## config.mk

```make
export PLATFORM = sky130hd
export DESIGN_NAME = dual_water_sensor_confirm_alarm_top
export DESIGN_NICKNAME = d
export VERILOG_FILES = /design/src/rtl/core/dwsca_pkg.sv /design/src/rtl/core/dwsca_probe.sv /design/src/rtl/core/dwsca_alarm.sv /design/src/rtl/core/dual_water_sensor_confirm_alarm_top.sv
export VERILOG_INCLUDE_DIRS = /design/src /design/src/rtl/core
export SDC_FILE = /design/constraint.sdc
export NUM_CORES = 1
export LEC_CHECK = 0
export ABC_CLOCK_PERIOD_IN_PS = 4300
export BUFFER_PORTS_ARGS = -buffer_cell sky130_fd_sc_hd__buf_4
export CAP_MARGIN = 30
export CORE_ASPECT_RATIO = 1.1
export CORE_MARGIN = 2
export CORE_UTILIZATION = 54
export DETAILED_ROUTE_END_ITERATION = 10
export GPL_TIMING_DRIVEN = 1
export PLACE_DENSITY = 0.71
export SYNTH_ARGS = -nofsm -noshare
export SYNTH_HDL_FRONTEND = slang
export SYNTH_SLANG_ARGS = --single-unit
```

## constraint.sdc

```tcl
create_clock -name clk -period 4.3 [get_ports clk]
set_clock_uncertainty 0.1 [all_clocks]
set_input_delay 0.86 -clock clk [delete_from_list [all_inputs] [get_ports clk]]
set_output_delay 0.86 -clock clk [all_outputs]
set_load 0.01 [all_outputs]
```

## src/rtl/core/dual_water_sensor_confirm_alarm_top_defines.svh

```systemverilog
// Assertion macros for the water probe alarm block.
`ifndef DUAL_WATER_SENSOR_CONFIRM_ALARM_TOP_DEFINES_SVH
`define DUAL_WATER_SENSOR_CONFIRM_ALARM_TOP_DEFINES_SVH

// Same-cycle implication, disabled during reset.
`define DWSCA_ASSERT_NOW(label, clk, rst_n, ante, cons) \
    label: assert property (@(posedge clk) disable iff (!rst_n) (ante) |-> (cons)) \
        else $error("dwsca assertion failed");

// Next-cycle implication, disabled during reset.
`define DWSCA_ASSERT_NEXT(label, clk, rst_n, ante, cons) \
    label: assert property (@(posedge clk) disable iff (!rst_n) (ante) |=> (cons)) \
        else $error("dwsca assertion failed");

`endif

```

## src/rtl/core/dwsca_pkg.sv

```systemverilog
// Types and constants shared by the water probe alarm block.
package dwsca_pkg;

    localparam int HOLD_W    = 16;
    localparam int COUNT_W   = 16;
    localparam int CFG_IDX_W = 2;

    localparam logic [HOLD_W-1:0] WET_HOLD_RESET = 16'd1000;
    localparam logic [HOLD_W-1:0] DRY_HOLD_RESET = 16'd60000;

    typedef enum logic [CFG_IDX_W-1:0] {
        REG_WET_HOLD = 2'd0,
        REG_DRY_HOLD = 2'd1
    } cfg_reg_t;

    typedef struct packed {
        logic probe_a_raw;
        logic probe_b_raw;
    } sample_word_t;

    typedef struct packed {
        logic               probe_a_wet;
        logic               probe_b_wet;
        logic               probe_a_changed;
        logic               probe_b_changed;
        logic               alarm_on;
        logic               alarm_raised;
        logic               alarm_cleared;
        logic [COUNT_W-1:0] alarms_total;
    } status_word_t;

    typedef struct packed {
        logic wet;
        logic changed;
    } probe_stat_t;

    typedef struct packed {
        logic               on;
        logic               raised;
        logic               cleared;
        logic [COUNT_W-1:0] total;
    } alarm_stat_t;

endpackage

```

## src/rtl/core/dwsca_probe.sv

```systemverilog
// Debounce filter for one probe: hold counter and confirmed wet state.
module dwsca_probe
(
    input  logic                        clk,
    input  logic                        rst_n,
    input  logic                        advance,
    input  logic                        raw,
    input  logic [dwsca_pkg::HOLD_W-1:0] wet_hold,
    input  logic [dwsca_pkg::HOLD_W-1:0] dry_hold,
    output dwsca_pkg::probe_stat_t      stat
);
    import dwsca_pkg::*;

    logic              last_reg;
    logic [HOLD_W-1:0] held_reg;
    logic [HOLD_W-1:0] held_next;
    logic              conf_reg;
    logic              conf_next;

    always_comb
    begin
        if (raw != last_reg)
        begin
            held_next = '0;
        end
        else if (held_reg != {HOLD_W{1'b1}})
        begin
            held_next = held_reg + {{(HOLD_W-1){1'b0}}, 1'b1};
        end
        else
        begin
            held_next = held_reg;
        end

        if (!raw && !conf_reg && (held_next >= wet_hold))
        begin
            conf_next = 1'b1;
        end
        else if (raw && conf_reg && (held_next >= dry_hold))
        begin
            conf_next = 1'b0;
        end
        else
        begin
            conf_next = conf_reg;
        end

        stat.wet     = conf_next;
        stat.changed = conf_next != conf_reg;
    end

    always_ff @(posedge clk or negedge rst_n)
    begin
        if (!rst_n)
        begin
            last_reg <= 1'b1;
            held_reg <= '0;
            conf_reg <= 1'b0;
        end
        else if (advance)
        begin
            last_reg <= raw;
            held_reg <= held_next;
            conf_reg <= conf_next;
        end
    end

endmodule

```

## src/rtl/core/dwsca_alarm.sv

```systemverilog
// Alarm state, raise and clear pulses, and saturating raise count.
module dwsca_alarm
(
    input  logic                   clk,
    input  logic                   rst_n,
    input  logic                   advance,
    input  logic                   any_wet,
    output dwsca_pkg::alarm_stat_t stat
);
    import dwsca_pkg::*;

    logic               active_reg;
    logic               active_next;
    logic [COUNT_W-1:0] count_reg;
    logic [COUNT_W-1:0] count_next;
    logic               raised;
    logic               cleared;

    always_comb
    begin
        active_next = active_reg;
        count_next  = count_reg;
        raised      = 1'b0;
        cleared     = 1'b0;
        if (any_wet && !active_reg)
        begin
            active_next = 1'b1;
            raised      = 1'b1;
            if (count_reg != {COUNT_W{1'b1}})
            begin
                count_next = count_reg + {{(COUNT_W-1){1'b0}}, 1'b1};
            end
        end
        else if (!any_wet && active_reg)
        begin
            active_next = 1'b0;
            cleared     = 1'b1;
        end

        stat.on      = active_next;
        stat.raised  = raised;
        stat.cleared = cleared;
        stat.total   = count_next;
    end

    always_ff @(posedge clk or negedge rst_n)
    begin
        if (!rst_n)
        begin
            active_reg <= 1'b0;
            count_reg  <= '0;
        end
        else if (advance)
        begin
            active_reg <= active_next;
            count_reg  <= count_next;
        end
    end

endmodule

```

## src/rtl/core/dual_water_sensor_confirm_alarm_top.sv

```systemverilog
// Top level of the dual water probe confirmation and alarm block.
// Each sample word is one millisecond tick with the raw levels of two probes
// (1 dry, 0 wet) and yields exactly one status word in the next cycle. A new
// sample is taken every cycle; the only stall is a finished word not yet taken
// from the status register, then the sample side waits for status_ready. The
// user writes the hold times through the cfg port (index 0 wet hold, index 1
// dry hold, other indexes ignored) only while idle, unenforced by the block.
`include "dual_water_sensor_confirm_alarm_top_defines.svh"

module dual_water_sensor_confirm_alarm_top
(
    input  logic                            clk,
    input  logic                            rst_n,
    input  logic                            sample_valid,
    output logic                            sample_ready,
    input  dwsca_pkg::sample_word_t         sample,
    output logic                            status_valid,
    input  logic                            status_ready,
    output dwsca_pkg::status_word_t         status,
    input  logic                            cfg_valid,
    output logic                            cfg_ready,
    input  logic [dwsca_pkg::CFG_IDX_W-1:0] cfg_index,
    input  logic [dwsca_pkg::HOLD_W-1:0]    cfg_data
);
    import dwsca_pkg::*;

    logic [HOLD_W-1:0] wet_hold_reg;
    logic [HOLD_W-1:0] dry_hold_reg;
    logic              advance;
    probe_stat_t       stat_a;
    probe_stat_t       stat_b;
    alarm_stat_t       stat_alarm;
    status_word_t      status_reg;
    status_word_t      status_next;
    logic              status_valid_reg;

    assign cfg_ready    = 1'b1;
    assign sample_ready = !status_valid_reg || status_ready;
    assign advance      = sample_valid && sample_ready;

    always_ff @(posedge clk or negedge rst_n)
    begin
        if (!rst_n)
        begin
            wet_hold_reg <= WET_HOLD_RESET;
            dry_hold_reg <= DRY_HOLD_RESET;
        end
        else if (cfg_valid)
        begin
            case (cfg_reg_t'(cfg_index))
                REG_WET_HOLD: wet_hold_reg <= cfg_data;
                REG_DRY_HOLD: dry_hold_reg <= cfg_data;
                default:      ;
            endcase
        end
    end

    dwsca_probe u_probe_a
    (
        .clk      (clk),
        .rst_n    (rst_n),
        .advance  (advance),
        .raw      (sample.probe_a_raw),
        .wet_hold (wet_hold_reg),
        .dry_hold (dry_hold_reg),
        .stat     (stat_a)
    );

    dwsca_probe u_probe_b
    (
        .clk      (clk),
        .rst_n    (rst_n),
        .advance  (advance),
        .raw      (sample.probe_b_raw),
        .wet_hold (wet_hold_reg),
        .dry_hold (dry_hold_reg),
        .stat     (stat_b)
    );

    dwsca_alarm u_alarm
    (
        .clk     (clk),
        .rst_n   (rst_n),
        .advance (advance),
        .any_wet (stat_a.wet || stat_b.wet),
        .stat    (stat_alarm)
    );

    always_comb
    begin
        status_next.probe_a_wet     = stat_a.wet;
        status_next.probe_b_wet     = stat_b.wet;
        status_next.probe_a_changed = stat_a.changed;
        status_next.probe_b_changed = stat_b.changed;
        status_next.alarm_on        = stat_alarm.on;
        status_next.alarm_raised    = stat_alarm.raised;
        status_next.alarm_cleared   = stat_alarm.cleared;
        status_next.alarms_total    = stat_alarm.total;
    end

    always_ff @(posedge clk or negedge rst_n)
    begin
        if (!rst_n)
        begin
            status_valid_reg <= 1'b0;
        end
        else if (advance)
        begin
            status_valid_reg <= 1'b1;
        end
        else if (status_ready)
        begin
            status_valid_reg <= 1'b0;
        end
    end

    always_ff @(posedge clk)
    begin
        if (advance)
        begin
            status_reg <= status_next;
        end
    end

    assign status_valid = status_valid_reg;
    assign status       = status_reg;

    `DWSCA_ASSERT_NOW(a_pulse_excl, clk, rst_n, status_valid, !(status.alarm_raised && status.alarm_cleared))
    `DWSCA_ASSERT_NOW(a_alarm_follows, clk, rst_n, status_valid, status.alarm_on == (status.probe_a_wet || status.probe_b_wet))
    `DWSCA_ASSERT_NOW(a_raise_on, clk, rst_n, status_valid && status.alarm_raised, status.alarm_on && (status.alarms_total != '0))
    `DWSCA_ASSERT_NEXT(a_stall_hold, clk, rst_n, status_valid && !status_ready, status_valid && $stable(status))

endmodule

```

# Word-level counts from Yosys, hierarchy flattened
# Index checks and enable logic that the tools add are counted.
[word_totals]
ff_bits = 109
inputBits = 25
out_inout_bits = 26
word_cells = 74
[op_classes]
n_addsub = 3
order_cmp = 4
n_eq_ne = 8
n_mux = 16
n_reduce_logical = 24
[op_table]
columns = ["operator", "count"]
rows = [
  ["16-bit two-way mux", 6],
  ["16-bit greater-or-equal comparator", 4],
  ["16-bit by 1-bit adder with 16-bit output (second input constant)", 3],
  ["16-bit != test (second input constant)", 3],
  ["1-bit logical AND", 11],
  ["1-bit two-way mux", 10],
  ["1-bit zero test", 7],
  ["1-bit != test", 4],
  ["2-bit AND reduction", 2],
  ["2-bit by 1-bit == test with 1-bit output (second input constant)", 1],
  ["2-bit zero test", 1],
  ["1-bit logical OR", 2],
  ["2-bit nonzero test", 1],
]

# Depth between registers and ports, before layout
[logic_depth]
word_depth = 12
ltp_mapped = 21
depth_no_buf = 19

# Modules after synthesis
# A second synthesis with hierarchy kept.
[hier_totals]
hier_cells = 764
area_unflattened_um2 = 7293.2
[by_module_without_submodules]
columns = ["mod", "n_inst", "cells_per_inst", "area_each_um2", "seq_area_each_um2"]
rows = [
  ["dwsca_probe at u_probe_b", 1, 264, 2049.5, 451.7],
  ["dwsca_probe at u_probe_a", 1, 264, 2033.2, 451.7],
  ["dual_water_sensor_confirm_alarm_top", 1, 98, 1980.6, 1532.7],
  ["dwsca_alarm", 1, 138, 1229.9, 425.4],
]

# Worst setup path before layout
# OpenSTA, ideal clock, no wires.
[synth_timing]
kind = "register to register"
from = "register u_probe_a.held_reg[0]"
to = "register status_reg (netlist bit status[15]) (data pin)"
setup_ps = 260
arrival_ps = 4383
path_slack_ps = -443
path_stages_with_launch = 20
n_path_buf = 1
period_less_slack_ps = 4743
cell_sequence = "dfrtp_1 ha_1 and3_1 nand3_1 nor3_1 nand4_1 and2_1 and3_1 xnor2_1 nor2_1 ha_1 nand4_1 nor2_1 a211o_1 a2111oi_0 nor3_1 and2_4 buf_6 nor4_1 mux2_2"
[synth_rtl]
columns = ["element", "line_no", "source"]
rows = [
  ["start, declared", "dwsca_probe.sv:15", "logic [HOLD_W-1:0] held_reg;"],
  ["start signal, assigned", "dwsca_probe.sv:63", "held_reg <= held_next;"],
  ["end signal, assigned", "dual_water_sensor_confirm_alarm_top.sv:121", "status_reg <= status_next;"],
  ["end, declared", "dual_water_sensor_confirm_alarm_top.sv:33", "status_word_t status_reg;"],
]

# Final worst setup path
[layout_timing]
from = "register u_probe_a.held_reg[1]"
to = "register u_alarm.count_reg[5]"
[layout_between]
elab_chain_len = 10
word_cells_on_any_way = 13
cone_classes = "add/sub: 1; order compare: 2; eq/ne: 1; mux: 5; reduce/logical: 4"
[layout_rtl]
columns = ["element", "line_no", "source"]
rows = [
  ["16-bit by 1-bit adder with 16-bit output or 16-bit != test (tied branches)", "dwsca_probe.sv:28, dwsca_probe.sv:26", ""],
  ["16-bit two-way mux *", "dwsca_probe.sv:26", "else if (held_reg != {HOLD_W{1'b1}})"],
  ["16-bit two-way mux *", "dwsca_probe.sv:22", "if (raw != last_reg)"],
  ["net u_probe_a.held_next[8]", "dwsca_probe.sv:16", "logic [HOLD_W-1:0] held_next;"],
  ["16-bit greater-or-equal comparator", "dwsca_probe.sv:39", "else if (raw && conf_reg && (held_next >= dry_hold))"],
  ["1-bit logical AND", "dwsca_probe.sv:39", ""],
  ["1-bit two-way mux", "dwsca_probe.sv:39", ""],
  ["1-bit two-way mux *", "dwsca_probe.sv:35", "if (!raw && !conf_reg && (held_next >= wet_hold))"],
  ["1-bit logical OR *", "dual_water_sensor_confirm_alarm_top.sv:85", ".any_wet (stat_a.wet || stat_b.wet),"],
  ["1-bit logical AND *", "dwsca_alarm.sv:25", "if (any_wet && !active_reg)"],
  ["16-bit two-way mux *", "dwsca_alarm.sv:25", ""],
  ["end signal, assigned", "dwsca_alarm.sv:56", "count_reg <= count_next;"],
  ["end, declared", "dwsca_alarm.sv:14", "logic [COUNT_W-1:0] count_reg;"],
]
# Mark *: on every way through the listed nets, which the timed path passes. The rest lies on a longest branch.
# A chain may end at the register's enable or synchronous reset.

==> metrics.csv <==
metric;value;unit
status;completed;
CP Capture Type;register;
Starting Density;55.6;%
row count;43;
Period minus WS final;4.28;ns
mean post-synth cell area;9.67;sq um
crit share post-route;99.4;%
Clock Latency Late Sink;0.36;ns
Gate Count Post-Synth;727;
layout cells sized above 1;30.4;%
vias in the first global route;5700;
crit-path max FO;9;
number of synthesized flops with an enable pin;23;
fmax;234;MHz
multiplexer share of the synthesized area;4.68;%
number of max-cap violations;0;
Worst Max-Slew Pin Slew;1.05;ns
Seq/Total Area, Yosys;40.7;%
syn nets;817;
async set or reset register ratio after synthesis;78.9;%
DRT Wirelength;17400;um
CTS tree;built;
number of distinct library cells after synthesis;68;
maximum VDD drop;435;uV
Die Width;113;um
CTS HTree Levels;3;
relative slew slack;29.8;%
Synth Area in Adders;11.6;%
vias per cell;5.82;
Core Region;0.0126;sq mm
Data arrival, critical path;4.42;ns
critical path class;reg -> reg;
DR DRC count;0;
number of flip-flops in the largest register;23;
gr usage total;25.5;%
routed wire length per instance;17.6;um
main flop type after synthesis;dfrtp_1;
initial antenna violation count;0;
Synth Cell Area;0.00703;sq mm
Filler Cell Count;969;
nets;913;
xor/xnor share of the synthesized area;6.19;%
CP Data Required Time;4.45;ns
total power;3200;uW
final hold vios;0;
Antenna Nets Post-Route;0;
num ports;51;
largest family of logic cells by synthesized area;simple AND/OR/NAND/NOR gates;
iteration count of the initial detailed-routing pass;5;
CP Launch Type;register;
P_leak;0.00405;uW
dpl hpwl;12600;um
full die area;0.0140;sq mm
Multi-input gate area;0.00428;sq mm
routed via count;5737;
diode count;0;
RSZ-0062 raised after global routing;yes;
synthesis-stage register bit count;109;
gpl congestion;0.941;
P per Cell Area;368;mW/mm^2
CTS root buf;clkbuf_16;
first-pass GRT wire length;28000;um
Max Slew Vio Count;0;
YS warnings;0;
initial drt markers;364;
TritonCTS Buffers;9;
clock transition at the registers of the reported paths;0.07;ns
FF/Latch Area;0.00286;sq mm
global route total overflow;0;
Clock Path Buffers;2;
Synth Area in Simple Gates;21.6;%
largest net degree at the start of global routing;73;
Hold/Removal Path Class;in -> async;
Port Buffers;49;
Fin Hold WS;0.244;ns
clock sinks;109;
synthesis-to-finish area growth;23.6;%
Die Ht;124;um
Final Setup Violations;0;
Compound-Gate Fraction of Synth Area;11.3;%
## cell usage in the layout, fill, tap and decap left out, types with 7 or more instances in the layout
master	n
edfxtp_1	23
nand2b_1	10
nand4_1	10
nand3_1	22
nor2_1	36
buf_4	107
mux2_2	21
dfstp_2	15
o21ai_0	35
a21oi_1	23
inv_1	41
dfrtp_1	69
and3_1	10
xor2_1	33
xnor2_1	11
clkbuf_16	9
ha_1	63
nand2_1	125
nor3_1	11
nor3_4	7
nor4_4	8
## repair_timing
| action | in CTS | in global routing |
|---|---|---|
| resized for setup | 6 | 62 |
| buffers inserted | 1 | 13 |
| pin swaps | 2 | 46 |
| setup endpoints to repair | 11 | 33 |
| endpoints found under the hold margin | 0 | 0 |
| hold buffers | 0 | 0 |
## worst paths after layout
| check | startpoint | to | slack (ns) | cells past startpoint |
|---|---|---|---|---|
| worst max register to register | u_probe_a.held_reg[1] | u_alarm.count_reg[5] | 0.02 | 19 |
| min in group clk | u_probe_a.last_reg | u_probe_a.last_reg | 0.37 | 2 |
| worst min-delay path | rst_n | u_probe_a.held_reg[3] | 0.24 | 1 |
| max in group asynchronous | rst_n | u_probe_b.last_reg | 2.99 | 3 |
| worst min register to register | u_probe_a.last_reg | u_probe_a.last_reg | 0.37 | 2 |
| worst max-delay path | u_probe_a.held_reg[1] | u_alarm.count_reg[5] | 0.02 | 19 |
## routing by layer
layer	part of all wire [%]	vias up	global-route usage [%]
li1	-	2758	-
met1	41	2794	31.8
met2	51	152	44.6
met3	4.8	33	4.33
met4	2.4	0	9.76
met5	0	-	0
## cell families after synthesis
| logic type | after synthesis |
|---|---|
| muxes | 29 |
| buffers and inverters | 68 |
| AOI/OAI and AO/OA | 116 |
| adders and majority gates | 65 |
| other | 1 |
| DFF | 109 |
| xor gates and xnor gates | 48 |
| and+or+nand+nor | 291 |
## power breakdown
part | internal [uW] | total, uW | switching (uW)
sequential | 1240 | 1380 | 140
clock | 531 | 929 | 398
combinational | 411 | 894 | 483
## synthesized netlist by cell type, types with 3 or more instances
library cell,instances,area [sq um]
clkbuf_1,16,60.1
buf_1,3,11.3
nand2_1,126,473
o2111ai_1,4,35.0
a22o_1,3,26.3
xor2_1,34,298
a21o_1,3,22.5
o21ai_0,39,195
o31ai_1,3,22.5
a211o_1,5,43.8
xnor2_1,12,105
nand4_1,10,62.6
a21oi_1,28,140
nor2b_1,4,25.0
dfstp_2,15,394
nor4_2,13,163
nand2b_1,12,75.1
nor3_1,20,100
a211oi_1,7,52.6
and3_1,13,81.3
o21a_1,3,22.5
inv_1,43,161
a31oi_1,4,25.0
dfrtp_1,71,1780
nand3_1,25,125
mux2_2,23,259
mux2i_1,4,40.0
nor2_1,40,150
ha_1,65,813
edfxtp_1,23,691
## through the flow
stage	TNS, ns	instances	util [%]	worst slack (ns)	area, sq um
floorplan	0	727	-	0.0269	7090
global placement	0	954	62.4	0.0293	7890
detailed placement	-0.408	954	62.4	-0.0978	7890
CTS	0	971	65.3	0.00450	8250
global route	-3.15	985	68.8	-0.203	8690
finish	0	985	68.8	0.0245	8690
## worst max-delay path, cell delays in order (launching register included)
cell,delay [ns]
dfrtp_1,0.37
ha_2,0.19
and3_4,0.21
nand3_4,0.09
nor3_4,0.18
nand4_1,0.19
and2_4,0.23
and3_4,0.19
xnor2_1,0.12
nor2_1,0.13
ha_1,0.25
nand4_1,0.11
nor2_1,0.06
a211o_1,0.26
a2111oi_4,0.37
nor3_2,0.10
and2_4,0.19
buf_12,0.15
or4_4,0.52
xnor2_2,0.15
## final cells by class
cell class	count	share of cell area, %
Clock buffer	10	2.75
Sequential cell	109	32.9
Clock inverter	6	1.08
Timing Repair Buffer	110	9.92
Inverter	43	1.86
Tap cell	157	2.26
Multi-Input combinational cell	550	49.2
No activity file was read; power rests on OpenSTA's default activity.
